$ cat src/tcc_pkg.sv
// shared types and constants of the interval timer counter channel
package tcc_pkg;

  // item kinds carried in the request tuser
  typedef enum logic [2:0] {
    OP_TICK  = 3'd0,
    OP_CTRL  = 3'd1,
    OP_WRITE = 3'd2,
    OP_READ  = 3'd3,
    OP_GATE  = 3'd4
  } opcode_e;

  // byte access patterns of the control word
  localparam logic [1:0] ACC_LATCH = 2'd0;
  localparam logic [1:0] ACC_LOW   = 2'd1;
  localparam logic [1:0] ACC_HIGH  = 2'd2;
  localparam logic [1:0] ACC_WORD  = 2'd3;

  // counting modes that are implemented
  localparam logic [2:0] MODE_ONESHOT = 3'd1;
  localparam logic [2:0] MODE_STROBE  = 3'd4;

  // counter select code that means read-back
  localparam logic [1:0] SEL_READBACK = 2'd3;

  localparam logic [1:0] CHSEL_RESET = 2'd2;

  // one accepted request
  typedef struct packed {
    opcode_e    opcode;
    logic [7:0] data_byte;
    logic       gate_level;
  } item_t;

  // one result
  typedef struct packed {
    logic       out_level;
    logic [7:0] read_byte;
  } res_t;

  // channel state
  typedef struct packed {
    logic [15:0] reload_value;
    logic [15:0] current_count;
    logic [15:0] latched_count;
    logic        latch_valid;
    logic        write_high_next;
    logic        read_high_next;
    logic [1:0]  access_mode;
    logic [2:0]  count_mode;
    logic        output_pin;
    logic        gate_previous;
    logic        load_pending;
    logic        counting;
    logic        strobe_armed;
  } chan_state_t;

  localparam chan_state_t STATE_RESET = '{
    reload_value:    16'h0000,
    current_count:   16'h0000,
    latched_count:   16'h0000,
    latch_valid:     1'b0,
    write_high_next: 1'b0,
    read_high_next:  1'b0,
    access_mode:     ACC_WORD,
    count_mode:      3'd0,
    output_pin:      1'b1,
    gate_previous:   1'b0,
    load_pending:    1'b0,
    counting:        1'b0,
    strobe_armed:    1'b0
  };

endpackage

$ cat src/tcc_chan.sv
// channel state registers and the per-request update logic
module tcc_chan import tcc_pkg::*; (
  input  logic       clk_i,
  input  logic       rst_ni,
  input  logic       cfg_we_i,
  input  logic [1:0] cfg_wdata_i,
  input  logic       req_i,
  input  item_t      item_i,
  output res_t       res_o
);

  logic [1:0]  chsel_q;
  chan_state_t st_q, st_d;
  logic [15:0] cnt_dec;
  logic [15:0] rd_val;
  logic        rb_hit;
  logic [1:0]  w_sel;
  logic [1:0]  w_rw;
  logic        wr_done;
  logic [7:0]  rd_byte;

  assign cnt_dec = st_q.current_count - 16'd1;
  assign rd_val  = st_q.latch_valid ? st_q.latched_count : st_q.current_count;
  assign w_sel   = item_i.data_byte[7:6];
  assign w_rw    = item_i.data_byte[5:4];

  // read-back hit for this channel's counter bit
  always_comb begin
    unique case (chsel_q)
      2'd0:    rb_hit = item_i.data_byte[1];
      2'd1:    rb_hit = item_i.data_byte[2];
      2'd2:    rb_hit = item_i.data_byte[3];
      default: rb_hit = 1'b0;
    endcase
    rb_hit = rb_hit & ~item_i.data_byte[5];
  end

  // next state and returned byte
  always_comb begin
    st_d    = st_q;
    rd_byte = 8'h00;
    wr_done = 1'b0;
    if (req_i) begin
      unique case (item_i.opcode)
        OP_TICK: begin
          if (st_q.count_mode == MODE_ONESHOT) begin
            if (st_q.load_pending) begin
              st_d.current_count = st_q.reload_value;
              st_d.load_pending  = 1'b0;
              st_d.counting      = 1'b1;
              st_d.output_pin    = 1'b0;
            end else if (st_q.counting) begin
              st_d.current_count = cnt_dec;
              if (cnt_dec == 16'h0000) begin
                st_d.output_pin = 1'b1;
              end
            end
          end else if (st_q.count_mode == MODE_STROBE) begin
            st_d.output_pin = 1'b1;
            if (st_q.load_pending) begin
              st_d.current_count = st_q.reload_value;
              st_d.load_pending  = 1'b0;
              st_d.counting      = 1'b1;
              st_d.strobe_armed  = 1'b1;
            end else if (st_q.counting && st_q.gate_previous) begin
              st_d.current_count = cnt_dec;
              if (cnt_dec == 16'h0000 && st_q.strobe_armed) begin
                st_d.output_pin   = 1'b0;
                st_d.strobe_armed = 1'b0;
              end
            end
          end
        end
        OP_CTRL: begin
          if (w_sel == SEL_READBACK) begin
            if (rb_hit && !st_q.latch_valid) begin
              st_d.latched_count = st_q.current_count;
              st_d.latch_valid   = 1'b1;
            end
          end else if (w_sel == chsel_q) begin
            if (w_rw == ACC_LATCH) begin
              if (!st_q.latch_valid) begin
                st_d.latched_count = st_q.current_count;
                st_d.latch_valid   = 1'b1;
              end
            end else begin
              st_d.access_mode     = w_rw;
              st_d.count_mode      = item_i.data_byte[3:1];
              st_d.output_pin      = 1'b1;
              st_d.counting        = 1'b0;
              st_d.load_pending    = 1'b0;
              st_d.strobe_armed    = 1'b0;
              st_d.latch_valid     = 1'b0;
              st_d.write_high_next = 1'b0;
              st_d.read_high_next  = 1'b0;
            end
          end
        end
        OP_WRITE: begin
          unique case (st_q.access_mode)
            ACC_LOW: begin
              st_d.reload_value = {8'h00, item_i.data_byte};
              wr_done = 1'b1;
            end
            ACC_HIGH: begin
              st_d.reload_value = {item_i.data_byte, 8'h00};
              wr_done = 1'b1;
            end
            ACC_WORD: begin
              if (!st_q.write_high_next) begin
                st_d.reload_value    = {st_q.reload_value[15:8], item_i.data_byte};
                st_d.write_high_next = 1'b1;
              end else begin
                st_d.reload_value    = {item_i.data_byte, st_q.reload_value[7:0]};
                st_d.write_high_next = 1'b0;
                wr_done = 1'b1;
              end
            end
            default: begin
            end
          endcase
          if (wr_done && st_q.count_mode == MODE_STROBE) begin
            st_d.load_pending = 1'b1;
          end
        end
        OP_READ: begin
          unique case (st_q.access_mode)
            ACC_LOW: begin
              rd_byte = rd_val[7:0];
              st_d.latch_valid = 1'b0;
            end
            ACC_HIGH: begin
              rd_byte = rd_val[15:8];
              st_d.latch_valid = 1'b0;
            end
            ACC_WORD: begin
              if (!st_q.read_high_next) begin
                rd_byte = rd_val[7:0];
                st_d.read_high_next = 1'b1;
              end else begin
                rd_byte = rd_val[15:8];
                st_d.read_high_next = 1'b0;
                st_d.latch_valid    = 1'b0;
              end
            end
            default: begin
            end
          endcase
        end
        OP_GATE: begin
          if (item_i.gate_level && !st_q.gate_previous &&
              st_q.count_mode == MODE_ONESHOT) begin
            st_d.load_pending = 1'b1;
          end
          st_d.gate_previous = item_i.gate_level;
        end
        default: begin
        end
      endcase
    end
  end

  assign res_o.read_byte = rd_byte;
  assign res_o.out_level = st_d.output_pin;

  // state and channel select registers
  always_ff @(posedge clk_i or negedge rst_ni) begin
    if (!rst_ni) begin
      st_q    <= STATE_RESET;
      chsel_q <= CHSEL_RESET;
    end else begin
      st_q <= st_d;
      if (cfg_we_i) begin
        chsel_q <= cfg_wdata_i;
      end
    end
  end

endmodule

$ cat src/tcc_obuf.sv
// result register with a skid stage
module tcc_obuf import tcc_pkg::*; (
  input  logic clk_i,
  input  logic rst_ni,
  input  logic in_valid_i,
  output logic in_ready_o,
  input  res_t in_data_i,
  output logic out_valid_o,
  input  logic out_ready_i,
  output res_t out_data_o
);

  logic out_valid_q, out_valid_d;
  logic skid_valid_q, skid_valid_d;
  res_t out_q, out_d;
  res_t skid_q, skid_d;
  logic push;
  logic pop;

  assign in_ready_o = ~skid_valid_q;
  assign push       = in_valid_i & ~skid_valid_q;
  assign pop        = out_valid_q & out_ready_i;

  // refill the output from the skid first, else from the new request
  always_comb begin
    out_valid_d  = out_valid_q;
    skid_valid_d = skid_valid_q;
    out_d        = out_q;
    skid_d       = skid_q;
    if (!out_valid_q || pop) begin
      if (skid_valid_q) begin
        out_valid_d  = 1'b1;
        out_d        = skid_q;
        skid_valid_d = 1'b0;
      end else begin
        out_valid_d = push;
        out_d       = in_data_i;
      end
    end else if (push) begin
      skid_valid_d = 1'b1;
      skid_d       = in_data_i;
    end
  end

  // valid flags
  always_ff @(posedge clk_i or negedge rst_ni) begin
    if (!rst_ni) begin
      out_valid_q  <= 1'b0;
      skid_valid_q <= 1'b0;
    end else begin
      out_valid_q  <= out_valid_d;
      skid_valid_q <= skid_valid_d;
    end
  end

  // payload
  always_ff @(posedge clk_i) begin
    out_q  <= out_d;
    skid_q <= skid_d;
  end

  assign out_valid_o = out_valid_q;
  assign out_data_o  = out_q;

endmodule

$ cat src/interval_timer_counter_channel_core.sv
// Interval timer counter channel: one request accepted per cycle when the
// skid stage is empty; its result goes to the result register, or to the
// skid stage while the result register is held. Sustained throughput is
// one request per cycle while m_axis_tready stays high; the state update
// to the result register is combinational. Asynchronous active-low reset:
// channel in reset state, select two, output and skid stages empty.
module interval_timer_counter_channel_core import tcc_pkg::*; (
  input  logic        clk_i,
  input  logic        rst_ni,
  input  logic        cfg_we_i,
  input  logic [1:0]  cfg_wdata_i,
  input  logic        s_axis_tvalid,
  output logic        s_axis_tready,
  input  logic [15:0] s_axis_tdata,  // data_byte [7:0], gate_level [8], zero
  input  logic [2:0]  s_axis_tuser,  // opcode [2:0]
  output logic        m_axis_tvalid,
  input  logic        m_axis_tready,
  output logic [15:0] m_axis_tdata   // read_byte [7:0], out_level [8], zero
);

  item_t item;
  res_t  res;
  res_t  res_out;
  logic  req;

  assign item.opcode     = opcode_e'(s_axis_tuser);
  assign item.data_byte  = s_axis_tdata[7:0];
  assign item.gate_level = s_axis_tdata[8];
  assign req             = s_axis_tvalid & s_axis_tready;

  // channel state and update
  tcc_chan u_chan (
    .clk_i       (clk_i),
    .rst_ni      (rst_ni),
    .cfg_we_i    (cfg_we_i),
    .cfg_wdata_i (cfg_wdata_i),
    .req_i       (req),
    .item_i      (item),
    .res_o       (res)
  );

  // result buffering
  tcc_obuf u_obuf (
    .clk_i       (clk_i),
    .rst_ni      (rst_ni),
    .in_valid_i  (s_axis_tvalid),
    .in_ready_o  (s_axis_tready),
    .in_data_i   (res),
    .out_valid_o (m_axis_tvalid),
    .out_ready_i (m_axis_tready),
    .out_data_o  (res_out)
  );

  assign m_axis_tdata = {7'd0, res_out.out_level, res_out.read_byte};

`ifndef SYNTHESIS
  // a full skid stage means the result register is also holding a result
  assert property (@(posedge clk_i) disable iff (!rst_ni)
    !s_axis_tready |-> m_axis_tvalid)
    else $error("skid full while result register empty");

  // every accepted request leaves a pending result
  assert property (@(posedge clk_i) disable iff (!rst_ni)
    req |=> m_axis_tvalid)
    else $error("accepted request produced no result");

  // only a data read returns a nonzero byte
  assert property (@(posedge clk_i) disable iff (!rst_ni)
    (req && res.read_byte != 8'h00) |-> (item.opcode == OP_READ))
    else $error("nonzero read byte for a request that is not a read");
`endif

endmodule
$ cat config.mk
export PLATFORM = sky130hd
export DESIGN_NAME = interval_timer_counter_channel_core
export DESIGN_NICKNAME = d
export VERILOG_FILES = /design/src/tcc_pkg.sv /design/src/tcc_chan.sv /design/src/tcc_obuf.sv /design/src/interval_timer_counter_channel_core.sv
export SDC_FILE = /design/constraint.sdc
export NUM_CORES = 1
export LEC_CHECK = 0
export BUFFER_PORTS_ARGS = -buffer_cell sky130_fd_sc_hd__buf_2
export CELL_PAD_IN_SITES_DETAIL_PLACEMENT = 0
export CELL_PAD_IN_SITES_GLOBAL_PLACEMENT = 1
export CORE_AREA = 2 2 104 106
export CTS_BUF_LIST = sky130_fd_sc_hd__clkbuf_4 sky130_fd_sc_hd__clkbuf_8
export CTS_CLUSTER_DIAMETER = 80
export DETAILED_ROUTE_END_ITERATION = 8
export DIE_AREA = 0 0 106 108
export GPL_TIMING_DRIVEN = 0
export PLACE_DENSITY = 0.87
export SKIP_LAST_GASP = 1
export SYNTH_ARGS = -nofsm -noshare
export SYNTH_HDL_FRONTEND = slang
export SYNTH_SLANG_ARGS = --single-unit
$ cat constraint.sdc
create_clock -name clk_i -period 3 [get_ports clk_i]
set_clock_uncertainty 0.15 [all_clocks]
set_input_delay 0.45 -clock clk_i [delete_from_list [all_inputs] [get_ports clk_i]]
set_output_delay 0.45 -clock clk_i [all_outputs]
set_load 0.02 [all_outputs]
### Word level (Yosys, flattened, before mapping)

Cells that the tools add are included.

| operators by class | value |
|---|---|
| add/subtract/negate cells | 1 |
| multipliers | 0 |
| div/mod/pow operators | 0 |
| order comparisons | 0 |
| equal/unequal tests | 34 |
| shift operators | 0 |
| mux-type cells | 64 |
| bitwise operators | 8 |
| reduce and logical (&&, ||, !) cells | 38 |

Operators with widths:

| kind | number |
|---|---|
| $mux W16 | 9 |
| $mux W17 | 3 |
| $pmux W16 S3 | 1 |
| $mux W8 | 5 |
| $reduce_and A6 Y1 | 5 |
| $mux W1 | 28 |
| $mux W25 | 1 |
| $pmux W8 S3 | 1 |
| $logic_not A16 Y1 | 1 |
| $sub A16 B1 Y16 const B | 1 |
| $ne A3 B1 Y1 const B | 5 |
| $ne A2 B2 Y1 const B | 7 |
| $reduce_bool A2 Y1 | 7 |
| $mux W3 | 4 |
| $ne A2 B1 Y1 const B | 6 |
| $pmux W1 S2 | 6 |
| $reduce_and A5 Y1 | 2 |
| $mux W9 | 1 |
| $reduce_and A9 Y1 | 1 |
| $eq A2 B2 Y1 const B | 4 |
| $reduce_and A4 Y1 | 2 |
| $reduce_and A8 Y1 | 1 |
| $eq A3 B1 Y1 const B | 2 |
| $eq A3 B2 Y1 const B | 2 |
| 21 further kinds | 40 |

| storage, ports and cells | value |
|---|---|
| register bits | 83 |
| latch bits | 0 |
| RAM bits | 0 |
| memory bits (read-only) | 0 |
| memories kept | 0 |

### Depth between registers and ports, before layout

Gate-level depths: netlist (run 1).

| depth | value |
|---|---|
| word-level depth | 11 |
| depth in mapped cells | 10 |

### By module

Synthesis (run 1) repeated with hierarchy kept, for this count alone.

| second synthesis, totals | value |
|---|---|
| cell total of the unflattened synthesis | 515 |
| area total of the unflattened synthesis | 4737.0 µm² |

Modules (own cells, without submodules):

| module | times used | cells an instance | area each (µm²) |
|---|---|---|---|
| tcc_chan | 1 | 470 | 3916.3 |
| tcc_obuf | 1 | 36 | 758.2 |
| interval_timer_counter_channel_core | 1 | 9 | 62.6 |

### Worst setup path after synthesis (run 1)

OpenSTA, ideal clock, no wires.

| path | value |
|---|---|
| path kind | reg2reg |
| from | reg u_chan.st_q[8] in the netlist's numbering |
| to | reg u_chan.st_q[2] in the netlist's numbering |
| library setup time | 0.124 ns |
| arrival | 2.373 ns |
| data required time | 2.726 ns |
| slack | 0.353 ns |
| cell stages (with the launch flop) | 9 |
| path buffers | 0 |
| cells stage by stage | dfstp_2 -> inv_1 -> ha_1 -> a21oi_1 -> or4b_2 -> a21oi_1 -> o211a_1 -> mux2_2 -> a211o_1 |

| on the way | value |
|---|---|
| longest elaborated chain between the ends | 8 |
| elaborated cells on any way between the ends | 10 |
| classes of those cells | 4 x eq/ne; 3 x mux; 3 x reduce/logical |

Ends and longest elaborated chain:

| item | line | source |
|---|---|---|
| from (decl) | tcc_chan.sv:13 | `chan_state_t st_q, st_d;` |
| from (signal assigned) | tcc_chan.sv:172 | `st_q <= st_d;` |
| $eq A2 B1 Y1 or $eq A2 B2 Y1 (tied branches) | tcc_chan.sv:100 | `unique case (st_q.access_mode)` |
| $reduce_or A2 Y1 (no source line) | n/a |  |
| $pmux W1 S2 * | tcc_chan.sv:100 |  |
| $mux W1 * | tcc_chan.sv:44 | `unique case (item_i.opcode)` |
| $mux W1 * | tcc_chan.sv:43 | `if (req_i) begin` |
| $logic_and A1 B1 Y1 * | tcc_chan.sv:122 | `if (wr_done && st_q.count_mode == MODE_STROBE) begin` |
| $ne A2 B1 Y1 (no source line) * | n/a |  |
| $reduce_and A8 Y1 (no source line) * | n/a |  |

Mark *: on every way between the ends. The rest lies on a longest branch, timed or not. The select of a mux whose other input is x is not followed.
A chain may end at the register's enable or synchronous reset.

==> impl_metrics.ini, run 1 <==
[clock_network]
cts_made_buffers = 9
cts_tree = yes
clockRootBuffer = clkbuf_8
clk_latency_ns = 0.36
clock_sinks = 83
cts_htree_levels = 3
clk_pin_slew_worst_paths_ns = 0.10
cts_hold_buf = 0
clk_path_buf_depth = 2

[yosys]
synth.area.mux_share = 0.0503
avgSynthCellArea_sq_um = 9.03
synthXorXnorAreaFrac = 0.0111
synth_area_sq_um = 4720
yosysWarnings = 0
synth_top_area_share = 0.323
synth-seq-cells = 83
syn_inst = 523
synthFlopType = dfrtp_1
synthSimpleGateAreaFrac = 0.206
yosysTopAreaCell = dfrtp_1
synth_fa_ha_area_frac = 0.0159
yosys-top-cells-area = dfrtp_1 32%, edfxtp_1 11%, o21ai_0 7.2%, nand2_1 6.7%, mux2i_1 3.6%
ys_types = 70
async_reset_ff_frac = 0.783
synth_top_family_by_area = simple AND/OR/NAND/NOR gates
synth_edf_count = 18
synth_seq_area_share = 0.460
synth_compound_gate_area_share = 0.197

[floorplanning]
die-area_sq_um = 11400
initial_utilization = 0.462
die_w_um = 106
die_y_um = 108
num_rows = 37
core-area_sq_um = 10200
io_pins = 44

[setup_path]
crit_arrival_ns = 2.96
path_class = reg -> reg
cp-end-kind = flip-flop
cp_max_fo = 8
critPathLaunchType = flip-flop
cp.required_ns = 3.04
path_cells = clkbuf_2 > or4_1 > buf_2 > nor3_4 > xnor2_1 > nand4_1 > or4_4 > a31oi_1
cpPeakStageDelay_ns = 0.54
cp_slowest_cell = or4_1

[pwr]
p_leak_uw = 0.00224
ir_drop_mv = 0.294
powerDensity_nw_per_um2 = 702

[detailed_routing]
first_iter_violations = 317
first_pass_iters = 5
routed-via-count = 4010
drt-wirelength-per-cell_um = 16.4
ant_nets = 0
route.detailed.drc = 0
avgViaCountPerCell = 5.66
wl_um = 11600

[job]
max-cap-violations = 0

[timing]
setup_ws_ns = 0.0753
setup_viol = 0
tightest_slew_ns = 1.08
fmax_mhz = 342
hold_viol = 0
rsz0062_at_grt = yes
slew_headroom = 0.275
maxSlewViolCount = 0
fin_crit_ns = 2.92
layout_worst_path_cycle_share = 0.975

[global_route]
overflow = 0
grt_first_pass_wirelength_um = 19700
grt_max_degree = 66
antenna_found_initial = 0
grt_use_total = 0.219
grt_pass1_vias = 3874

[layout]
layout_common_cells = 84 x nand2_1, 68 x o21ai_0, 61 x dfrtp_1
final_cell_count_no_fill = 708
final_common_cell = nand2_1
nets = 599
fin_util = 0.516
synthToLayoutAreaGrowth_pct = 11.8
diodes = 0
final_layout_size_suffix_gt1_frac = 0.166

[hold_path]
hold_class = in -> async

[place]
placedCellCount = 692
dpl_worst_slack_ns = -0.0884
place.gp.congestion = 0.863
hpwl_um = 8390
portBuffers = 27

[outcome]
status = complete, no violations
## final cells by class
| class | count | area [sq um] |
|---|---|---|
| sequential | 83 | 2170 |
| multi-input combinational | 389 | 2330 |
| timing repair buffer | 27 | 138 |
| buffer | 42 | 229 |
| inverter | 15 | 56.3 |
| fill | 1016 | 4950 |
| clock inverter | 7 | 65.1 |
| tap | 136 | 170 |
| clock buffer | 9 | 124 |
## report_power, final
part	internal [uW]	switching, uW	total [uW]
registers	1360	165	1530
clock network	325	470	794
logic	523	860	1380
total	2210	1490	3710
## state kept, by name, summed over array words and instances, names as in the netlist
name / flops
u_obuf.out_valid_o: 1
u_chan.st_q: 61
u_obuf.skid_q: 9
u_chan.chsel_q: 2
u_obuf.out_data_o: 9
u_obuf.skid_valid_q: 1
## kinds of logic after synthesis
group	after synthesis
other cells	1
buf+inv	57
xor+xnor	6
mux	23
flops	83
fa+ha+maj	6
simple gates	197
compound gates	150
## synthesized netlist by cell type, drive strengths merged, types with 3 or more instances
master,n
nand2,84
o21ai,68
dfrtp,61
nor2,40
a21oi,24
clkbuf,24
nor3,20
buf,18
edfxtp,18
mux2i,17
inv,15
nand3,12
a21o,10
o22a,10
nor4,7
ha,6
mux2,6
a22oi,5
nor3b,5
a31oi,4
dfstp,4
nand2b,4
nand4,4
xnor2,4
a211oi,3
a21boi,3
nand3b,3
nor2b,3
o21a,3
o22ai,3
or4,3
## critical path, delay by kind of cell, from the launching register on
kind            cells  cell delay, ns
compound gates      1            0.25
flops               1            0.39
buf+inv             2            0.39
xor+xnor            1            0.15
simple gates        4            1.44
## timing repair
action	in CTS	in global routing
gates resized for setup	3	5
pin swaps	0	1
endpoints found under the setup margin	3	9
buffers inserted	0	0
hold endpoints to repair	0	0
cloned	0	0
## per-layer routing
metal	routed length (um)	track usage	share of wire	vias up
li1	-	-	-	1935
met1	5470	0.304	0.47	1926
met2	5350	0.353	0.46	128
met3	584	0.0319	0.050	21
met4	199	0.0752	0.017	0
met5	0	0	0	-
## stage by stage
stage	TNS (ns)	hold slack (ns)	cell area, sq um	power [uW]
floorplan	0	0.00441	4750	2490
global placement	-0.0485	0.312	5050	2840
detailed placement	-0.0966	0.324	5050	2880
CTS	0	0.0748	5260	3690
global route	-0.0461	0.102	5280	3970
finish	0	0.0330	5280	3710
## worst paths after layout
| kind | to | cells after the start | slack (ns) | start |
|---|---|---|---|---|
| worst max-delay path | u_obuf.skid_q[8]$_DFFE_PP_ | 8 | 0.08 | u_chan.st_q[29]$_DFFE_PN0P_ |
| worst min-delay path | u_obuf.skid_valid_q$_DFFE_PN0P_ | 1 | 0.03 | rst_ni |
| worst max register to register | u_obuf.skid_q[8]$_DFFE_PP_ | 8 | 0.08 | u_chan.st_q[29]$_DFFE_PN0P_ |
| worst min register to register | u_chan.st_q[22]$_DFFE_PN0P_ | 2 | 0.34 | u_chan.st_q[22]$_DFFE_PN0P_ |
| max in group asynchronous | u_chan.st_q[54]$_DFFE_PN0P_ | 1 | 2.07 | rst_ni |
| min in group clk_i | u_chan.chsel_q[1]$_DFFE_PN1P_ | 2 | 0.12 | cfg_we_i |
No activity file was read; power rests on OpenSTA's default activity.
==> run 2, diff against run 1 <==
--- a/config.mk
+++ b/config.mk
@@ -8,13 +8,13 @@
 export BUFFER_PORTS_ARGS = -buffer_cell sky130_fd_sc_hd__buf_2
 export CELL_PAD_IN_SITES_DETAIL_PLACEMENT = 0
 export CELL_PAD_IN_SITES_GLOBAL_PLACEMENT = 1
-export CORE_AREA = 2 2 104 106
+export CORE_AREA = 2 2 85 128
 export CTS_BUF_LIST = sky130_fd_sc_hd__clkbuf_4 sky130_fd_sc_hd__clkbuf_8
 export CTS_CLUSTER_DIAMETER = 80
 export DETAILED_ROUTE_END_ITERATION = 8
-export DIE_AREA = 0 0 106 108
+export DIE_AREA = 0 0 87 130
 export GPL_TIMING_DRIVEN = 0
-export PLACE_DENSITY = 0.87
+export PLACE_DENSITY = 0.88
 export SKIP_LAST_GASP = 1
 export SYNTH_ARGS = -nofsm -noshare
 export SYNTH_HDL_FRONTEND = slang
==> run 2 against run 1 <==
  * Combinational power is essentially flat
  * Via count shrank 0.22%
  * First-iteration DRC count shrank 6.6%
  * Non-clock buffer count grew 2
  * Sequential share of layout area is essentially flat
  * Count of clock-buffer cells in the layout is the same
  * Total power grew 1.3%
  * Cell count shrank 2.0%
  * Global-route usage grew 0.44 points
  * Fmax shrank 0.79%
  * Worst setup slack lost 0.023 ns
==> impl_metrics.ini, run 2 (same netlist as run 1, synthesis figures left out) <==
[timing]
tightest_slew_ns = 1.00
fin_hold_ws_ns = 0.0240
setup_viol = 0
hold_viol = 0
layout_worst_path_cycle_share = 0.983
fin_crit_ns = 2.95
maxSlewViolCount = 0
slew_headroom = 0.327
fmax_mhz = 339
rsz0062_at_grt = yes

[clock_network]
clock_sinks = 83
cts_tree = yes
cts_htree_levels = 3
clk_path_buf_depth = 2
cts_made_buffers = 9
clockRootBuffer = clkbuf_8
clk_pin_slew_worst_paths_ns = 0.09
clk_latency_ns = 0.37

[place]
hpwl_um = 8770
portBuffers = 27
place.gp.congestion = 0.876
post_dp_cell_area_sq_um = 5030

[layout]
synthToLayoutAreaGrowth_pct = 11.9
layout_common_cells = 84 x nand2_1, 67 x o21ai_0, 61 x dfrtp_1
nets = 601
diodes = 0
n_fill_cell = 993
final_common_cell = nand2_1
final_layout_size_suffix_gt1_frac = 0.169
final_design_area_no_fill_sq_um = 5290
max_flop_register = u_chan.st_q
largest_reg_flops = 61

[pwr]
p_leak_uw = 0.00225
ir_drop_mv = 0.351
powerDensity_nw_per_um2 = 710

[setup_path]
rrSetupSlack_ns = 0.05
crit_arrival_ns = 3.01
path_class = reg -> reg
cpPeakStageDelay_ns = 0.48
critPathLaunchType = flip-flop
cp-end-kind = flip-flop
r2r_cells = 10
cp.required_ns = 3.07
cp_max_fo = 10
path_cells = clkbuf_2 > inv_1 > ha_1 > nor3b_4 > buf_4 > nand3_1 > a211oi_2 > nand4_1 > or4_4 > a31oi_2
cp_slowest_cell = or4_4

[detailed_routing]
first_pass_iters = 4
avgViaCountPerCell = 5.77
first_iter_violations = 296
routed-via-count = 4001
route.detailed.drc = 0
wl_um = 11800
drt-wirelength-per-cell_um = 17.0
ant_nets = 0

[floorplanning]
die_y_um = 130
die-area_sq_um = 11300
io_pins = 44
initial_utilization = 0.458
core-area_sq_um = 10300
die_w_um = 87
num_rows = 46

[global_route]
grt_use_total = 0.223
grt_first_pass_wirelength_um = 19400
grt_max_degree = 66
grt_pass1_vias = 3903
overflow = 0
antenna_found_initial = 0

[outcome]
status = complete, no violations

[job]
max-cap-violations = 0

[hold_path]
hold_class = in -> async
## run 2: changes by cell type in the layout (fill, tap and decap cells not counted), sizes merged
cell	previous run	this run
buf	45	47
bufinv	0	1
clkinvlp	1	2
inv	21	19
## run 2: layer usage
layer | vias up | global-route usage | wire (um)
met3 | 34 | 0.0373 | 433
li1 | 1952 | - | -
met2 | 114 | 0.367 | 5950
met4 | 0 | 0.151 | 675
met5 | - | 0 | 0
met1 | 1901 | 0.265 | 4720
## run 2: path summary, 6_finish.rpt
| check | start | end |
|---|---|---|
| setup reg to reg | u_chan.st_q[29]$_DFFE_PN0P_ | u_obuf.skid_q[8]$_DFFE_PP_ |
| hold / removal | rst_ni | u_chan.st_q[13]$_DFFE_PN0P_ |
| min in group clk_i | cfg_we_i | u_chan.chsel_q[1]$_DFFE_PN1P_ |
| setup / recovery | u_chan.st_q[29]$_DFFE_PN0P_ | u_obuf.skid_q[8]$_DFFE_PP_ |
| max in group asynchronous | rst_ni | u_chan.st_q[5]$_DFFE_PN0P_ |
| hold reg to reg | u_chan.st_q[15]$_DFFE_PN0P_ | u_chan.st_q[15]$_DFFE_PN0P_ |
## run 2: timing repair
item,in CTS,in global routing
resized for setup,3,4
gates cloned,0,0
buffers inserted,1,1
hold buffers,0,0
hold endpoints to repair,0,0
pin swaps,1,0
setup endpoints to repair,3,9
## run 2: power by group
part / leakage, uW / total, uW / internal [uW] / switching (uW)
Combinational: 0.00113 / 1370 / 521 / 854
Sequential: 0.00102 / 1520 / 1360 / 159
Clock: 0.0000988 / 856 / 399 / 457
## run 2: per-stage QoR
step                total power, uW  utilization  TNS, ns  worst slack (ns)  std cells
floorplan                      2490            -        0             0.353        529
global placement               2840        0.488   -0.298            -0.151        676
detailed placement             2870        0.489   -0.259            -0.141        676
CTS                            3740        0.511        0            0.0214        693
global route                   3990        0.513  -0.0343           -0.0343        694
finish                         3750        0.513        0            0.0518        694
## run 2: critical path: cells and delay by family, from the launching register on
| kind | cells | cell delay (ns) |
|---|---|---|
| adder cells (fa/ha/maj) | 1 | 0.26 |
| AND/OR/NAND/NOR | 4 | 1.05 |
| AO/OA/AOI/OAI | 2 | 0.48 |
| buffers and inverters | 3 | 0.46 |
| flip-flops | 1 | 0.39 |
## run 2: layout make-up
class	count	area, sq um	share of cell area
inverter	15	56.3	0.0107
buffer	42	225	0.0426
clock inverter	7	82.6	0.0156
timing repair buffer	29	153	0.0289
sequential	83	2170	0.411
clock buffer	9	124	0.0234
multi-input combinational	389	2320	0.440
tap	120	150	0.0284
